`src/hdl/gcbw_pkg.sv`:
```
// gcbw_pkg: shared constants for the glyph coverage blend writer.
// Used by gcbw_blend and glyph_coverage_blend_writer_top; no dependencies.
`timescale 1ns / 1ps

package gcbw_pkg;

    localparam int MAX_DIM   = 4096;
    localparam int DIM_W     = 13;
    localparam int POS_W     = 12;
    localparam int PITCH_W   = 15;
    localparam int OFF_W     = 26;
    localparam int CH_W      = 8;
    localparam int CFG_IDX_W = 2;
    localparam int CFG_DAT_W = 15;

    localparam logic [CH_W-1:0]  CH_MAX      = 8'd255;
    localparam logic [15:0]      BLEND_ROUND = 16'h0080;

    localparam logic [DIM_W-1:0]   RST_SCREEN_W = 13'd1024;
    localparam logic [DIM_W-1:0]   RST_SCREEN_H = 13'd768;
    localparam logic [PITCH_W-1:0] RST_PITCH    = 15'd4096;

    localparam logic [CFG_IDX_W-1:0] CFG_SCREEN_WIDTH  = 2'd0;
    localparam logic [CFG_IDX_W-1:0] CFG_SCREEN_HEIGHT = 2'd1;
    localparam logic [CFG_IDX_W-1:0] CFG_ROW_PITCH     = 2'd2;

    localparam logic [1:0] STATUS_WRITTEN    = 2'd0;
    localparam logic [1:0] STATUS_CLIPPED    = 2'd1;
    localparam logic [1:0] STATUS_ORIGIN_ERR = 2'd2;

endpackage

```
`src/hdl/gcbw_blend.sv`:
```
// gcbw_blend: one colour channel of the coverage blend, divide by 255 approximated.
// Depends on gcbw_pkg.
`timescale 1ns / 1ps

module gcbw_blend import gcbw_pkg::*; (
    input  logic [CH_W-1:0] i_fore,
    input  logic [CH_W-1:0] i_back,
    input  logic [CH_W-1:0] i_cov,
    output logic [CH_W-1:0] o_chan
);

    logic [15:0] w_fore_prod;
    logic [15:0] w_back_prod;
    logic [15:0] w_sum;
    logic [15:0] w_fold;

    always_comb begin
        w_fore_prod = 16'(i_fore) * 16'(i_cov);
        w_back_prod = 16'(i_back) * 16'(CH_MAX - i_cov);
        w_sum       = w_fore_prod + w_back_prod + BLEND_ROUND;
        w_fold      = w_sum + {8'd0, w_sum[15:8]};
        if (i_cov == '0) begin
            o_chan = i_back;
        end else if (i_cov == CH_MAX) begin
            o_chan = i_fore;
        end else begin
            o_chan = w_fold[15:8];
        end
    end

endmodule

```
`src/hdl/glyph_coverage_blend_writer_top.sv`:
```
// glyph_coverage_blend_writer_top: glyph pixel blend and framebuffer offset writer.
// Depends on gcbw_pkg and gcbw_blend.
// Each accepted item is registered in stage 1, then in stage 2; one item per cycle unless i_out_stall holds the output.
// Stage 1 holds pixel position and clip status, stage 2 the blend and the row-pitch multiply.
// Reset (synchronous, active low) clears counters and valids, and restores the
// screen registers to 1024 x 768 with a pitch of 4096 bytes.
`timescale 1ns / 1ps

module glyph_coverage_blend_writer_top import gcbw_pkg::*; (
    input  logic                  i_clk,
    input  logic                  i_rst_n,
    input  logic                  i_cfg_wr_en,
    input  logic [CFG_IDX_W-1:0]  i_cfg_index,
    input  logic [CFG_DAT_W-1:0]  i_cfg_wdata,
    input  logic                  i_in_valid,
    output logic                  o_in_stall,
    input  logic [POS_W-1:0]      i_origin_x,
    input  logic [POS_W-1:0]      i_origin_y,
    input  logic [DIM_W-1:0]      i_glyph_width,
    input  logic [DIM_W-1:0]      i_glyph_height,
    input  logic [CH_W-1:0]       i_fore_red,
    input  logic [CH_W-1:0]       i_fore_green,
    input  logic [CH_W-1:0]       i_fore_blue,
    input  logic [CH_W-1:0]       i_back_red,
    input  logic [CH_W-1:0]       i_back_green,
    input  logic [CH_W-1:0]       i_back_blue,
    input  logic [CH_W-1:0]       i_coverage,
    output logic                  o_out_valid,
    input  logic                  i_out_stall,
    output logic                  o_write_enable,
    output logic [OFF_W-1:0]      o_byte_offset,
    output logic [3*CH_W-1:0]     o_pixel_word,
    output logic [1:0]            o_status
);

    localparam logic [DIM_W-1:0] MaxDim = DIM_W'(MAX_DIM);

    // configuration
    logic [DIM_W-1:0]   r_scr_w;
    logic [DIM_W-1:0]   r_scr_h;
    logic [PITCH_W-1:0] r_pitch;

    // glyph counters
    logic [POS_W-1:0] r_col, n_col;
    logic [POS_W-1:0] r_row, n_row;

    // stage 1
    logic               r_s1_v;
    logic [DIM_W-1:0]   r_px, n_px;
    logic [DIM_W-1:0]   r_py, n_py;
    logic [1:0]         r_s1_status, n_s1_status;
    logic [CH_W-1:0]    r_fr, r_fg, r_fb, r_br, r_bg, r_bb, r_cov;

    // stage 2
    logic               r_out_v;
    logic               r_out_we;
    logic [OFF_W-1:0]   r_out_off;
    logic [3*CH_W-1:0]  r_out_word;
    logic [1:0]         r_out_status;

    logic               w_out_ready;
    logic               w_s1_ready;
    logic               w_in_acc;
    logic [DIM_W-1:0]   w_gw, w_gh;
    logic [CH_W-1:0]    w_red, w_green, w_blue;
    logic [27:0]        w_prod;
    logic [OFF_W-1:0]   w_off;

    function automatic logic [DIM_W-1:0] clamp_dim(input logic [DIM_W-1:0] v);
        logic [DIM_W-1:0] res;
        if (v == '0) begin
            res = DIM_W'(1);
        end else if (v > MaxDim) begin
            res = MaxDim;
        end else begin
            res = v;
        end
        return res;
    endfunction

    assign w_out_ready = !r_out_v || !i_out_stall;
    assign w_s1_ready  = !r_s1_v || w_out_ready;
    assign w_in_acc    = i_in_valid && w_s1_ready;
    assign o_in_stall  = !w_s1_ready;

    always_comb begin
        w_gw = clamp_dim(i_glyph_width);
        w_gh = clamp_dim(i_glyph_height);
        n_px = {1'b0, i_origin_x} + {1'b0, r_col};
        n_py = {1'b0, i_origin_y} + {1'b0, r_row};

        if (({1'b0, i_origin_x} >= r_scr_w) || ({1'b0, i_origin_y} >= r_scr_h)) begin
            n_s1_status = STATUS_ORIGIN_ERR;
        end else if ((n_px >= r_scr_w) || (n_py >= r_scr_h)) begin
            n_s1_status = STATUS_CLIPPED;
        end else begin
            n_s1_status = STATUS_WRITTEN;
        end

        n_col = r_col;
        n_row = r_row;
        if (({1'b0, r_col} + DIM_W'(1)) >= w_gw) begin
            n_col = '0;
            if (({1'b0, r_row} + DIM_W'(1)) >= w_gh) begin
                n_row = '0;
            end else begin
                n_row = r_row + POS_W'(1);
            end
        end else begin
            n_col = r_col + POS_W'(1);
        end
    end

    gcbw_blend u_blend_red (
        .i_fore (r_fr),
        .i_back (r_br),
        .i_cov  (r_cov),
        .o_chan (w_red)
    );

    gcbw_blend u_blend_green (
        .i_fore (r_fg),
        .i_back (r_bg),
        .i_cov  (r_cov),
        .o_chan (w_green)
    );

    gcbw_blend u_blend_blue (
        .i_fore (r_fb),
        .i_back (r_bb),
        .i_cov  (r_cov),
        .o_chan (w_blue)
    );

    always_comb begin
        w_prod = 28'(r_py) * 28'(r_pitch);
        w_off  = w_prod[OFF_W-1:0] + {11'd0, r_px, 2'b00};
    end

    always_ff @(posedge i_clk) begin
        if (!i_rst_n) begin
            r_scr_w <= RST_SCREEN_W;
            r_scr_h <= RST_SCREEN_H;
            r_pitch <= RST_PITCH;
        end else if (i_cfg_wr_en) begin
            case (i_cfg_index)
                CFG_SCREEN_WIDTH:  r_scr_w <= i_cfg_wdata[DIM_W-1:0];
                CFG_SCREEN_HEIGHT: r_scr_h <= i_cfg_wdata[DIM_W-1:0];
                CFG_ROW_PITCH:     r_pitch <= i_cfg_wdata;
                default: ;
            endcase
        end
    end

    always_ff @(posedge i_clk) begin
        if (!i_rst_n) begin
            r_col   <= '0;
            r_row   <= '0;
            r_s1_v  <= 1'b0;
            r_out_v <= 1'b0;
        end else begin
            if (w_in_acc) begin
                r_col <= n_col;
                r_row <= n_row;
            end
            if (w_s1_ready) begin
                r_s1_v <= i_in_valid;
            end
            if (w_out_ready) begin
                r_out_v <= r_s1_v;
            end
        end
    end

    always_ff @(posedge i_clk) begin
        if (w_in_acc) begin
            r_px        <= n_px;
            r_py        <= n_py;
            r_s1_status <= n_s1_status;
            r_fr        <= i_fore_red;
            r_fg        <= i_fore_green;
            r_fb        <= i_fore_blue;
            r_br        <= i_back_red;
            r_bg        <= i_back_green;
            r_bb        <= i_back_blue;
            r_cov       <= i_coverage;
        end
        if (w_out_ready && r_s1_v) begin
            r_out_status <= r_s1_status;
            if (r_s1_status == STATUS_WRITTEN) begin
                r_out_we   <= 1'b1;
                r_out_off  <= w_off;
                r_out_word <= {w_red, w_green, w_blue};
            end else begin
                r_out_we   <= 1'b0;
                r_out_off  <= '0;
                r_out_word <= '0;
            end
        end
    end

    assign o_out_valid    = r_out_v;
    assign o_write_enable = r_out_we;
    assign o_byte_offset  = r_out_off;
    assign o_pixel_word   = r_out_word;
    assign o_status       = r_out_status;

endmodule
```
`config.mk`:
```
export PLATFORM = sky130hd
export DESIGN_NAME = glyph_coverage_blend_writer_top
export DESIGN_NICKNAME = d
export VERILOG_FILES = /design/src/hdl/gcbw_pkg.sv /design/src/hdl/gcbw_blend.sv /design/src/hdl/glyph_coverage_blend_writer_top.sv
export SDC_FILE = /design/constraint.sdc
export NUM_CORES = 2
export LEC_CHECK = 0
export ABC_CLOCK_PERIOD_IN_PS = 14250
export CAP_MARGIN = 40
export CORE_MARGIN = 3
export CORE_UTILIZATION = 62
export CTS_BUF_LIST = sky130_fd_sc_hd__clkbuf_16
export DETAILED_ROUTE_END_ITERATION = 10
export DONT_BUFFER_PORTS = 1
export GPL_ROUTABILITY_DRIVEN = 0
export PLACE_DENSITY = 0.77
export SYNTH_ARGS = -nofsm -noshare
export SYNTH_HDL_FRONTEND = slang
export SYNTH_SLANG_ARGS = --single-unit
```
`constraint.sdc`:
```
create_clock -name i_clk -period 14.25 [get_ports i_clk]
set_input_delay 2.1375 -clock i_clk [delete_from_list [all_inputs] [get_ports i_clk]]
set_output_delay 2.1375 -clock i_clk [all_outputs]
set_load 0.01 [all_outputs]
```
# After elaboration in Yosys (flattened, before gate mapping)
# Cells that the tools add are included.
dict set report word_totals {
  in_bits 128
  reg_bits 204
  rom_bits 0
  n_memories 0
  output_inout_bits 55
  latchBits 0
  wordCells 89
  mem_bits_rw 0
}
dict set report op_classes {
  n_lt_le_gt_ge 8
  add_sub_neg 17
  bitwise_logic 0
  n_reduce_logical 19
  n_eq_ne 3
  n_div 0
  shift 0
  mul 7
  mux 14
}
# operator count
set ops {}
lappend ops {{13-bit greater-or-equal comparator} 4}
lappend ops {{13-bit two-way mux} 4}
lappend ops {{16-bit adder} 3}
lappend ops {{16-bit by 8-bit adder with 16-bit output} 3}
lappend ops {{16-bit by 8-bit adder with 16-bit output (second input constant)} 3}
lappend ops {{8-bit by 16-bit multiplier with 16-bit output} 3}
lappend ops {{8-bit by 8-bit multiplier with 16-bit output} 3}
lappend ops {{8-bit two-way mux} 6}
lappend ops {{12-bit by 1-bit adder with 13-bit output (second input constant)} 2}
lappend ops {{12-bit by 12-bit adder with 13-bit output} 2}
lappend ops {{26-bit by 15-bit adder with 26-bit output} 1}
lappend ops {{12-bit by 13-bit greater-or-equal comparator with 1-bit output} 2}
lappend ops {{13-bit greater-than comparator (second input constant)} 2}
lappend ops {{13-bit zero test} 2}
lappend ops {{13-bit by 15-bit multiplier with 26-bit output} 1}
lappend ops {{12-bit by 1-bit adder with 12-bit output (second input constant)} 2}
lappend ops {{12-bit two-way mux} 2}
lappend ops {{8-bit by 8-bit subtractor with 9-bit output (first input constant)} 1}
lappend ops {{8-bit == test (second input constant)} 1}
lappend ops {{8-bit zero test} 1}
lappend ops {{2-bit AND reduction} 4}
lappend ops {{1-bit zero test} 4}
lappend ops {{2-bit zero test} 2}
lappend ops {{1-bit logical OR} 4}
lappend ops {{4 further kinds} 6}

# Longest topological paths before layout
dict set report depth {
  word_depth 7
  ltp_mapped 32
  ltp_nobuf 30
}

# Hierarchy
# From an unflattened synthesis, not the netlist that was laid out.
dict set report hier_totals {
  hier_cells 3509
  hier_area_um2 32312.2
}
# mod cells_per_inst seq_area_each_um2 instances area_each_um2
set by_module_without_submodules {}
lappend by_module_without_submodules {glyph_coverage_blend_writer_top 1690 5455.2 1 16673.5}
lappend by_module_without_submodules {{gcbw_blend (u_blend_blue ...)} 602 0.0 2 5180.0}
lappend by_module_without_submodules {{gcbw_blend (u_blend_red)} 615 0.0 1 5278.8}

# Worst setup path after synthesis
# OpenSTA, ideal clock, no wires.
dict set report synth_timing {
  kind {register to register}
  from {reg r_cov[1]}
  to {reg r_out_word[5], in the netlist o_pixel_word[5] (data pin)}
  path_slack_ns 6.607
  t_required_ns 14.098
  arrival_ns 7.491
  stages_incl_launch_ff 29
  period_less_slack_ns 7.643
  path_cell_list {edfxtp_1 clkbuf_1 buf_1 nand2_1 fa_1 fa_1 inv_1 fa_1 fa_1 fa_1 inv_1 fa_1 inv_1 ha_1 o21a_1 o31a_1 o311a_4 o31a_1 xnor2_1 inv_1 ha_1 nand3_1 nor4_1 nor3_1 o31ai_1 a21oi_1 nand2b_1 or4_1 a31oi_1}
}
dict set report synth_via {
  elab_chain_cells 7
  elab_cells_between_ends 10
}
# element line_no
set synth_lines {}
lappend synth_lines {{start, declared} glyph_coverage_blend_writer_top.sv:52} ;# logic [CH_W-1:0] r_fr, r_fg, r_fb, r_br, r_bg, r_bb, r_cov;
lappend synth_lines {{start signal, assigned} glyph_coverage_blend_writer_top.sv:186} ;# r_cov <= i_coverage;
lappend synth_lines {{8-bit by 8-bit subtractor with 9-bit output} gcbw_blend.sv:19} ;# w_back_prod = 16'(i_back) * 16'(CH_MAX - i_cov);
lappend synth_lines {{8-bit by 16-bit multiplier with 16-bit output} gcbw_blend.sv:19}
lappend synth_lines {{16-bit adder} gcbw_blend.sv:20} ;# w_sum = w_fore_prod + w_back_prod + BLEND_ROUND;
lappend synth_lines {{16-bit by 8-bit adder with 16-bit output} gcbw_blend.sv:20}
lappend synth_lines {{16-bit by 8-bit adder with 16-bit output} gcbw_blend.sv:21} ;# w_fold = w_sum + {8'd0, w_sum[15:8]};
lappend synth_lines {{8-bit two-way mux} gcbw_blend.sv:24} ;# end else if (i_cov == CH_MAX) begin
lappend synth_lines {{8-bit two-way mux *} gcbw_blend.sv:22} ;# if (i_cov == '0) begin
lappend synth_lines {{end signal, assigned} glyph_coverage_blend_writer_top.sv:193} ;# r_out_word <= {w_red, w_green, w_blue};
lappend synth_lines {{end, declared} glyph_coverage_blend_writer_top.sv:58} ;# logic [3*CH_W-1:0] r_out_word;
# Every way passes the cells marked *; elsewhere a longest branch is shown, timed or not.
# A chain may end at the register's enable or synchronous reset.

# Worst setup path in the final report
dict set report layout_timing {
  from {reg r_cov[3]}
  to {reg r_out_word[5], in the netlist o_pixel_word[5] (data pin)}
}
# The elaborated chain is that of the path after synthesis.

==> metrics <==
run status finished, final reports clean; met2 Track Usage GR 0.515; CTS buffer count 25; antenna violations before repair 5; die area 53500 um2; Final #Nets 4319; top cells by area, synth fa_1 28%, ha_1 16%, edfxtp_1 13%; detailed placement HPWL 59300 um; Vias/cell 5.79; final wirelength 76500 um; final core utilization 0.664; CP top delay family adder cells; Setup WS post-layout between 5000 and 6000 ps; global route overflow 0; Min-Delay Path Class reg2reg; Post-CTS Hold Buffers 0; CP required 14680 ps; Highest Clock Rate about 0.12 GHz; crit-path max FO 50; Final Max Slew Viols 0; post-synth top area share 0.282; Gate Count Post-Synth 3422; main flop type after synthesis edfxtp_1; post-synth top area cell fa_1; num ports 183; crit-path most repeated cell fa_1; CTS tree built; most numerous cell in the Yosys netlist inv_1; Placement Setup Slack between 6000 and 7000 ps; RSZ-0062 raised after global routing no; register area share after synthesis 0.173; Mapped Area 31500 um2; setup violators final 0; H-tree levels 1; Placeable Area about 50000 um2; DRC violations left 0; max-cap viol count 0; DRT iter0 DRCs roughly 1500; Fin Setup TNS 0 ps; die outline width 231 um; clk_skew 18.5 ps; post-cts sizing count 0; nature of the critical path endpoint register; Final Cycle Share 0.581; Synth cell types 73; final std cells w/o fill 4036; deepest clock path buffer count 3; Setup crit start kind register; vias after detailed routing 23380; grt met1 use 0.367; largest net degree at the start of global routing 56; Clk Latency, worst-skew pair 580 ps; first-pass GRT wire length 128000 um; Rel. slew slack 0.348; Crit path buffers/inverters 5; final hold viol count 0; Crit path largest cell delay 610 ps; die height approximately 230 um; row count 81; clk sink count around 200; Post-synth top cells 669 x inv_1, 443 x fa_1, 398 x ha_1, 387 x nand2_1, 186 x and2_1; fillers 3912; port bufs 0; GRT Total Usage 0.296; Mean Syn Cell Area 9.19 um2; clock root buffer clkbuf_16; DRT Pass-1 Iters 7; layer with the highest usage met2; Final ANT Viol Nets 0; crit path DAT 8710 ps; EDFF count, synth ~140; slowest stage cell, crit path xnor2_1; critical path class reg2reg; placed cells 3987; wire per inst 19.0 um; measured slew at the worst slew-check pin 972 ps; Starting Density 0.635; fraction of layout cells with a size suffix above 1 0.0273; Reg clk slew, reported paths 70 ps; ys async rst share 0; area grow syn2layout 4.65%; Yosys reg bits approximately 200; M3 GR Usage 0.0543; synth warn 0; vias in the first global route 25365; # Post-CTS Setup Buffers 0; Period minus WS final 8280 ps
-- cells in the final DEF, fill, tap and decap left out, types with 19 or more instances in the layout --
cell type  instances
o22ai_1           19
xnor2_1           91
o21ai_0           62
o21a_1            32
xor2_1            23
a21oi_1          116
nor2_1            82
edfxtp_1         137
and2_1           186
nor2b_1          136
dfxtp_1           67
fa_1             443
clkbuf_16         27
inv_1            674
nand2_1          387
nand3_1           52
ha_1             398
nor3_1            35
a21o_1            39
nand2b_1          87
-- tightest hold or removal path, stage by stage (launching register included) --
cell,delay [ps]
dfxtp_1,310
nand2_1,50
a21oi_1,50
-- kinds of logic after synthesis --
family / share of synthesized area
and+or+nand+nor: 0.172
adders and majority gates: 0.440
buffers and inverters: 0.0945
AOI/OAI and AO/OA: 0.0843
DFF: 0.173
xor gates and xnor gates: 0.0330
muxes: 0.00199
other: 0.000119
-- sequential cells by signal, summed over array words and instances (netlist names), 2 cells and up --
name	flops
o_byte_offset	26
o_pixel_word	24
r_pitch	15
r_px	13
r_py	13
r_scr_h	13
r_scr_w	13
r_col	12
r_row	12
r_bb	8
r_bg	8
r_br	8
r_cov	8
r_fb	8
r_fg	8
r_fr	8
o_status	2
r_s1_status	2
-- through the flow --
stage | area [um2] | hold slack [ps]
detailed placement | 32100 | 450
global placement | 32000 | 445
CTS | 32900 | 458
global route | 32900 | 481
floorplan | 31500 | 417
finish | 32900 | 456
-- final cells by class --
type,count,area [um2],area share
multi-input combinational,2428,23000,0.700
sequential,204,5460,0.166
inverter,670,2520,0.0765
tap,664,831,0.0252
clock buffer,27,676,0.0205
timing repair buffer,21,198,0.00601
clock inverter,19,186,0.00566
antenna,3,7.51,0.000228
-- metal layers --
| metal | wire [um] | vias to the layer above |
|---|---|---|
| met3 | 5670 | 211 |
| met2 | 37900 | 896 |
| li1 | - | 10722 |
| met4 | 3370 | 0 |
| met1 | 29600 | 11551 |
| met5 | 0 | - |
-- final timing paths --
| kind | startpoint | endpoint | slack [ps] | cells past startpoint |
|---|---|---|---|---|
| worst max-delay path | r_cov[3] | o_pixel_word[5] | 5970 | 27 |
| worst min-delay path | r_scr_w[3] | r_scr_w[3] | 460 | 2 |
| worst max register to register | r_cov[3] | o_pixel_word[5] | 5970 | 27 |
| worst min register to register | r_scr_w[3] | r_scr_w[3] | 460 | 2 |
Power is left out: the tool's default activity adds up to more than one toggle a clock period on the data nets, which glitch-free logic cannot reach.
